===== src/rtl/pbr_pkg.sv =====
// Package for the pairwise bearing and range core.
// Holds beat types, lane state, widths and the arctangent table; no dependencies.
`timescale 1ns / 1ps
package pbr_pkg;

   localparam int COORD_BITS    = 24;
   localparam int ANGLE_BITS    = 16;
   localparam int RANGE_BITS    = 25;
   localparam int DIFF_BITS     = COORD_BITS + 1;
   localparam int MAG_BITS      = COORD_BITS;
   localparam int SQ_BITS       = 2 * RANGE_BITS;
   localparam int REM_BITS      = RANGE_BITS + 2;
   localparam int DP_BITS       = 64;
   localparam int ACC_BITS      = 32;
   localparam int GUARD_SHIFT   = 60 - COORD_BITS;
   localparam int DEF_STAGES    = 18;
   localparam int NUM_LANES     = 3;

   typedef struct packed {
      logic [31:0]                  sample_time;
      logic signed [COORD_BITS-1:0] own_x;
      logic signed [COORD_BITS-1:0] own_y;
      logic signed [COORD_BITS-1:0] target_x;
      logic signed [COORD_BITS-1:0] target_y;
      logic signed [COORD_BITS-1:0] projectile_x;
      logic signed [COORD_BITS-1:0] projectile_y;
   } req_type;

   typedef struct packed {
      logic [31:0]           out_time;
      logic [ANGLE_BITS-1:0] bearing_own_projectile;
      logic [RANGE_BITS-1:0] distance_own_projectile;
      logic [ANGLE_BITS-1:0] bearing_own_target;
      logic [RANGE_BITS-1:0] distance_own_target;
      logic [ANGLE_BITS-1:0] bearing_projectile_target;
      logic [RANGE_BITS-1:0] distance_projectile_target;
   } rsp_type;

   typedef struct packed {
      logic signed [DP_BITS-1:0] xc;
      logic signed [DP_BITS-1:0] yc;
      logic [ACC_BITS-1:0]       acc;
      logic [SQ_BITS-1:0]        sq;
      logic [REM_BITS-1:0]       rem;
      logic [RANGE_BITS-1:0]     root;
      logic                      zero;
   } lane_type;

   function automatic logic [ACC_BITS-1:0] atan_turn(input logic [4:0] idx);
      logic [ACC_BITS-1:0] r;
      case (idx)
         5'd0:  r = 32'd536870912;
         5'd1:  r = 32'd316933406;
         5'd2:  r = 32'd167458907;
         5'd3:  r = 32'd85004756;
         5'd4:  r = 32'd42667331;
         5'd5:  r = 32'd21354465;
         5'd6:  r = 32'd10679838;
         5'd7:  r = 32'd5340245;
         5'd8:  r = 32'd2670163;
         5'd9:  r = 32'd1335087;
         5'd10: r = 32'd667544;
         5'd11: r = 32'd333772;
         5'd12: r = 32'd166886;
         5'd13: r = 32'd83443;
         5'd14: r = 32'd41722;
         5'd15: r = 32'd20861;
         5'd16: r = 32'd10430;
         5'd17: r = 32'd5215;
         5'd18: r = 32'd2608;
         5'd19: r = 32'd1304;
         5'd20: r = 32'd652;
         5'd21: r = 32'd326;
         5'd22: r = 32'd163;
         5'd23: r = 32'd81;
         5'd24: r = 32'd41;
         5'd25: r = 32'd20;
         5'd26: r = 32'd10;
         5'd27: r = 32'd5;
         5'd28: r = 32'd3;
         5'd29: r = 32'd1;
         5'd30: r = 32'd1;
         default: r = 32'd0;
      endcase
      return r;
   endfunction

endpackage


===== src/rtl/pbr_prep.sv =====
// Lane front end: difference vector, squares, CORDIC pre-rotation, sum of squares.
// Three register stages; depends on pbr_pkg.
`timescale 1ns / 1ps
module pbr_prep (
   input  logic                                 clock,
   input  logic                                 en,
   input  logic signed [pbr_pkg::COORD_BITS-1:0] from_x,
   input  logic signed [pbr_pkg::COORD_BITS-1:0] from_y,
   input  logic signed [pbr_pkg::COORD_BITS-1:0] to_x,
   input  logic signed [pbr_pkg::COORD_BITS-1:0] to_y,
   output pbr_pkg::lane_type                    lane_out
);

   logic signed [pbr_pkg::DIFF_BITS-1:0] dx_ff, dy_ff, dx_in, dy_in;
   logic [pbr_pkg::DIFF_BITS-1:0]        ax, ay;
   logic [2*pbr_pkg::MAG_BITS-1:0]       ax2_ff, ay2_ff, ax2_in, ay2_in;
   pbr_pkg::lane_type                    s2_ff, s2_in, s3_ff, s3_in;
   logic signed [pbr_pkg::DP_BITS-1:0]   xc0, yc0;

   always_comb begin
      dx_in = pbr_pkg::DIFF_BITS'(to_x) - pbr_pkg::DIFF_BITS'(from_x);
      dy_in = pbr_pkg::DIFF_BITS'(to_y) - pbr_pkg::DIFF_BITS'(from_y);
   end

   always_comb begin
      ax = dx_ff[pbr_pkg::DIFF_BITS-1] ? -dx_ff : dx_ff;
      ay = dy_ff[pbr_pkg::DIFF_BITS-1] ? -dy_ff : dy_ff;
      ax2_in = ax[pbr_pkg::MAG_BITS-1:0] * ax[pbr_pkg::MAG_BITS-1:0];
      ay2_in = ay[pbr_pkg::MAG_BITS-1:0] * ay[pbr_pkg::MAG_BITS-1:0];
      xc0 = pbr_pkg::DP_BITS'(dy_ff) <<< pbr_pkg::GUARD_SHIFT;
      yc0 = pbr_pkg::DP_BITS'(dx_ff) <<< pbr_pkg::GUARD_SHIFT;
      s2_in = '0;
      s2_in.zero = (dx_ff == '0) && (dy_ff == '0);
      if (dy_ff[pbr_pkg::DIFF_BITS-1]) begin
         s2_in.xc  = -xc0;
         s2_in.yc  = -yc0;
         s2_in.acc = {1'b1, {(pbr_pkg::ACC_BITS-1){1'b0}}};
      end else begin
         s2_in.xc  = xc0;
         s2_in.yc  = yc0;
      end
   end

   always_comb begin
      s3_in    = s2_ff;
      s3_in.sq = pbr_pkg::SQ_BITS'(ax2_ff) + pbr_pkg::SQ_BITS'(ay2_ff);
   end

   always_ff @(posedge clock) begin
      if (en) begin
         dx_ff  <= dx_in;
         dy_ff  <= dy_in;
         ax2_ff <= ax2_in;
         ay2_ff <= ay2_in;
         s2_ff  <= s2_in;
         s3_ff  <= s3_in;
      end
   end

   assign lane_out = s3_ff;

endmodule


===== config.mk =====
export PLATFORM = sky130hd
export DESIGN_NAME = pbr_prep
export DESIGN_NICKNAME = d
export VERILOG_FILES = /design/src/rtl/pbr_pkg.sv /design/src/rtl/pbr_prep.sv
export SDC_FILE = /design/constraint.sdc
export NUM_CORES = 2
export LEC_CHECK = 0
export ABC_AREA = 1
export BUFFER_PORTS_ARGS = -buffer_cell sky130_fd_sc_hd__clkbuf_2
export CAP_MARGIN = 0
export CORE_MARGIN = 10
export CORE_UTILIZATION = 50
export CTS_CLUSTER_SIZE = 30
export DETAILED_ROUTE_END_ITERATION = 16
export PLACE_DENSITY = 0.71
export SLEW_MARGIN = 20
export SYNTH_ARGS = -nofsm -noshare
export SYNTH_HDL_FRONTEND = slang
export SYNTH_SLANG_ARGS = --single-unit

===== constraint.sdc =====
create_clock -name clock -period 8.31 [get_ports clock]
set_clock_uncertainty 0.1 [all_clocks]
set_input_delay 2.493 -clock clock [delete_from_list [all_inputs] [get_ports clock]]
set_output_delay 2.493 -clock clock [all_outputs]
set_load 0.02 [all_outputs]

# == Yosys cells after proc, flatten, opt, wreduce, memory -nomap -nowiden ==
# Index checks and enable logic that the tools add are counted.
# totals
regBits,518
latch_bits,0
ram_bits,0
rom_bits,0
input_bits,98
out_inout_bits,263
word_cells,31
memories,0
# classes
n_addsub,7
mul,2
n_div,0
order_cmp,0
n_eq_ne,0
shift,0
mux,4
bitwise,0
n_reduce_logical,3
# op_table
cell,count
$neg A61 Y64,2
$mux W124,1
$mul A24 B24 Y48,2
$logic_not A25 Y1,2
$sub A24 B24 Y25,2
$add A48 B48 Y49,1
$mux W24,2
$neg A24 Y24,2
$mux W32,1
$logic_and A1 B1 Y1,1

# == Logic depth before layout (Yosys ltp) ==
# depth
ltp_word,3
depth_mapped,40
depth_no_buf,39

# == Least setup slack after synthesis ==
# Ideal clock, no wire load.
# synth_path
path_type,flip-flop to flip-flop
startpoint,register dx_ff[0] in the netlist's numbering
endpoint,"register ax2_ff[47] in the netlist's numbering, data pin"
setup_time_ns,0.252
arrival_time_ns,7.278
required_ns,7.958
path_slack_ns,0.680
path_stages_with_launch,35
n_path_buf,2
period_less_slack_ns,7.630
path_cell_list,edfxtp_1 > inv_2 > clkbuf_1 > ha_1 > nand2_1 > nor2_2 > nand2_2 > nor2_1 > nand3_1 > xor2_1 > a21boi_4 > buf_4 > nand2_1 > fa_1 > inv_1 > fa_1 > inv_1 > fa_1 > inv_1 > fa_1 > fa_1 > fa_1 > inv_1 > fa_1 > inv_1 > ha_1 > nand2_1 > inv_1 > a21oi_1 > a21boi_0 > o21ai_0 > nand2_1 > nand3_1 > nand3_1 > nand2_1
# synth_via
elab_chain_len,3
# synth_lines
item,line,text
start: declaration,pbr_prep.sv:14,"logic signed [pbr_pkg::DIFF_BITS-1:0] dx_ff, dy_ff, dx_in, dy_in;"
start signal: assignment,pbr_prep.sv:51,dx_ff <= dx_in;
$neg A24 Y24,pbr_prep.sv:26,ax = dx_ff[pbr_pkg::DIFF_BITS-1] ? -dx_ff : dx_ff;
$mux W24 *,pbr_prep.sv:26,
$mul A24 B24 Y48 *,pbr_prep.sv:28,ax2_in = ax[pbr_pkg::MAG_BITS-1:0] * ax[pbr_pkg::MAG_BITS-1:0];
via ax2_in (one bit),pbr_prep.sv:16,"logic [2*pbr_pkg::MAG_BITS-1:0] ax2_ff, ay2_ff, ax2_in, ay2_in;"
end signal: assignment,pbr_prep.sv:53,ax2_ff <= ax2_in;
end: declaration,pbr_prep.sv:16,
# Mark *: on every way through the listed nets, which the timed path passes. The rest lies on a longest branch.
# A chain may end at the register's enable or synchronous reset.

# == Worst setup path after layout ==
# layout_path
startpoint,register dx_ff[1] in the netlist's numbering
endpoint,"register ax2_ff[30] in the netlist's numbering, data pin"
# Same word-level chain as after synthesis.

==> results by stage <==
Global routing:
- The first global-routing pass estimated 236,000 microns of wire.
- Entering global routing, the biggest net connects 149 pins.
- The total overflow left after global routing is 0.
- The number of global-route vias before repair is 42.8k.
- For this run, the total global-route usage over all layers was measured as 0.257.
- The number of antenna violations at the first check in global routing is 0.

Logic synthesis:
- Summed over all instances, the cell type with the most area after synthesis is sky130_fd_sc_hd__fa_1.
- The main flop type after synthesis is sky130_fd_sc_hd__edfxtp_1.
- The share of flip-flops with an asynchronous set or reset after synthesis is 0.
- A synthesized cell averages 8.52 sq um.
- After synthesis the cells add up to 52,300 sq um.
- The proportion of netlist area held by the largest area contributor is 0.328.
- The post-synthesis cell count is 6,133.
- Synthesis inferred 307 register bits.
- The number of synthesized flops with an enable pin is 307.
- The total of warnings raised by yosys is 0.
- The register area share after synthesis is 0.176.
- By area the synthesized netlist is led by sky130_fd_sc_hd__fa_1, sky130_fd_sc_hd__edfxtp_1, sky130_fd_sc_hd__inv_1, sky130_fd_sc_hd__ha_1, sky130_fd_sc_hd__nand2_1.
- Counting distinct cell types in the post-synthesis netlist gives 56.

Routing:
- The first detailed-routing pass ran for 6 iterations.
- For this block, the initial DRC count from the detailed router was 2,993.
- The total wire length is 150,000 microns.
- The number of vias per cell after detailed routing is 5.16.
- The remaining number of nets flagged by the antenna check after routing is 0.
- The total DRC errors in the routed layout is 0.
- The routed length per placed instance is 19.2 microns.
- The via count is 40.3k.

STA:
- Setup slack closes at 0.369 ns.
- The number of setup violations in the final report is 0.
- Setup repair after global routing could not meet its margin everywhere.
- The number of max-slew violations in the final report came to 0.
- At the pin with the least slew margin, the transition time is 0.938 ns.
- The worst hold margin is 0.312 ns.
- The routed design could run at a clock period as short as 7.94 ns.
- In the finished design, the share of the clock period the worst path needs comes to 0.956.
- The number of failing hold endpoints at the final stage came to 0.
- Timing would allow up to 126 MHz.
- The worst pin sits at a relative slew slack of 0.374.

Worst setup path:
- At the worst endpoint, the arrival time is 8.26 ns.
- The critical path startpoint category is a flop.
- The highest-delay cell along the critical path is sky130_fd_sc_hd__fa_1.
- The worst setup path is captured at a flop.
- In this run the worst path has a maximum fanout of 7.
- For this run, the slowest stage of the critical path takes 0.62 ns.
- The setup path with the least slack is of type flop to flop.
- The data required time of the worst path is 8.63 ns.

Placement:
- At the end of routability-driven placement, the weighted congestion stood at 0.989.
- The pre-CTS worst setup slack is -0.0830 ns.
- Port buffering added 204 buffers.
- The HPWL reported at the end of detailed placement is 129,000 microns.

CTS:
- The CTS H-tree depth is 2.
- Clock latency on the worst-skew pair, taken at its later pin, is 0.63 ns.
- TritonCTS built the clock tree.
- The number of buffers created by CTS is 41.
- The number of clock sinks is 307.
- The maximum clock insertion buffer count is 3.
- The clock-pin transition on the worst setup and hold timing paths is 0.07 ns.
- Clock tree synthesis selected as its root buffer the cell sky130_fd_sc_hd__clkbuf_16.

Die:
- The die covers 118,000 sq um.
- The number of core rows is 118.
- The total core area is 104,000 sq um.
- From left edge to right edge, the die measures 343 microns.
- During I/O placement, the number of pins put on the boundary was 361.
- The initial core utilization is 0.504.
- The overall die height is 343 microns.

Min path:
- The worst hold path belongs to the class flop to flop.

Cells and area:
- The synthesis-to-finish area growth is 7.93%.
- Of the cells placed in the final design, the portion with a size suffix greater than 1 is 0.0868.
- The final design utilization is 0.544.
- After the last flow step, the layout net total stands at 7,790.
- The repair_antennas step left the layout with diodes totalling 0.
- The filler cells instantiated in the layout total 9,700.

Status:
- The flow ran to the end, and the final reports show no timing, DRC or antenna violations.

Flow run:
- The number of violations of the max-capacitance limit is 0.
[routing by layer]
| metal | share of wire | routed length, microns | global-route usage |
|---|---|---|---|
| met5 | 0 | 0 | 0 |
| met4 | 0.031 | 4610 | 0.0769 |
| met3 | 0.080 | 12000 | 0.0458 |
| met2 | 0.46 | 68900 | 0.416 |
| met1 | 0.43 | 64200 | 0.350 |
[layout by cell type (no fill, tap or decap), types with 45 or more instances in the layout]
cell                       netlist  layout
sky130_fd_sc_hd__conb_1          1     159
sky130_fd_sc_hd__nand2_1       939     936
sky130_fd_sc_hd__nand3_1       174     174
sky130_fd_sc_hd__nor2_1        650     634
sky130_fd_sc_hd__a21oi_1       219     215
sky130_fd_sc_hd__edfxtp_1      307     307
sky130_fd_sc_hd__xnor2_1        47      46
sky130_fd_sc_hd__xor2_1        116     116
sky130_fd_sc_hd__inv_1        1570    1569
sky130_fd_sc_hd__fa_1          857     857
sky130_fd_sc_hd__o21ai_0       169     167
sky130_fd_sc_hd__buf_4         164      98
sky130_fd_sc_hd__nor2_2         30      45
sky130_fd_sc_hd__ha_1          437     433
sky130_fd_sc_hd__clkbuf_2        0     203
[timing repair]
action,in CTS,in global routing
hold buffers,0,0
buffers inserted,0,6
endpoints found under the setup margin,1,42
pin swaps,0,4
gates resized for setup,1,62
[critical path: cells and delay by family (launching register included)]
| family | cells | cell delay, ns |
|---|---|---|
| simple gates | 10 | 1.16 |
| flops | 1 | 0.43 |
| compound gates | 3 | 0.76 |
| buf+inv | 8 | 0.68 |
| xor+xnor | 2 | 0.43 |
| fa+ha+maj | 9 | 4.17 |
[cell usage after synthesis (12+ instances only)]
cell and n:
sky130_fd_sc_hd__a21boi_0 14, sky130_fd_sc_hd__a21o_1 20, sky130_fd_sc_hd__a21oi_1 219, sky130_fd_sc_hd__a31oi_1 22, sky130_fd_sc_hd__buf_2 50, sky130_fd_sc_hd__buf_4 164
sky130_fd_sc_hd__clkbuf_1 25, sky130_fd_sc_hd__edfxtp_1 307, sky130_fd_sc_hd__fa_1 857, sky130_fd_sc_hd__ha_1 437, sky130_fd_sc_hd__inv_1 1570, sky130_fd_sc_hd__inv_2 47
sky130_fd_sc_hd__nand2_1 939, sky130_fd_sc_hd__nand2_2 23, sky130_fd_sc_hd__nand3_1 174, sky130_fd_sc_hd__nand4_1 42, sky130_fd_sc_hd__nor2_1 650, sky130_fd_sc_hd__nor2_2 30
sky130_fd_sc_hd__nor2_4 12, sky130_fd_sc_hd__nor3_1 44, sky130_fd_sc_hd__nor4_1 14, sky130_fd_sc_hd__o21ai_0 169, sky130_fd_sc_hd__o21ai_1 15, sky130_fd_sc_hd__o21bai_1 40
sky130_fd_sc_hd__xnor2_1 47, sky130_fd_sc_hd__xor2_1 116
[cell families after synthesis]
kind of cell    count (synthesis)  synth area share
flops                         307             0.176
compound gates                536            0.0578
xor+xnor                      166            0.0287
fa+ha+maj                    1294             0.433
other cells                     1         0.0000718
simple gates                 1960             0.156
buf+inv                      1869             0.148
[flip-flops by register name (all words and copies together), names as in the netlist]
name / flops
lane_out: 107
s2_ff: 56
dx_ff: 25
ay2_ff: 47
dy_ff: 25
ax2_ff: 47
[through the flow]
step                TNS, ns  instances  instance area, sq um
floorplan                 0       6291                 52800
global placement          0       7729                 54700
detailed placement  -0.0830       7729                 54700
CTS                       0       7802                 56100
global route        -0.0249       7808                 56400
finish                    0       7808                 56400
[area by class of cell]
type | instances | area (sq um) | area share
Multi-Input combinational cell | 4115 | 36000 | 0.639
Clock inverter | 26 | 302 | 0.00535
Timing Repair Buffer | 310 | 1910 | 0.0339
Sequential cell | 307 | 9220 | 0.163
Inverter | 1623 | 6120 | 0.108
Tap cell | 1380 | 1730 | 0.0306
Clock buffer | 47 | 1090 | 0.0193
[final timing paths]
kind	start	end	slack, ns	depth (start not counted)
setup / recovery	dx_ff[1]	ax2_ff[30]	0.37	32
hold / removal	s2_ff[134]	lane_out[134]	0.31	0
setup reg to reg	dx_ff[1]	ax2_ff[30]	0.37	32
hold reg to reg	s2_ff[134]	lane_out[134]	0.31	0
Power is left out: the tool's default activity adds up to more than one toggle a clock period on the data nets, which glitch-free logic cannot reach.
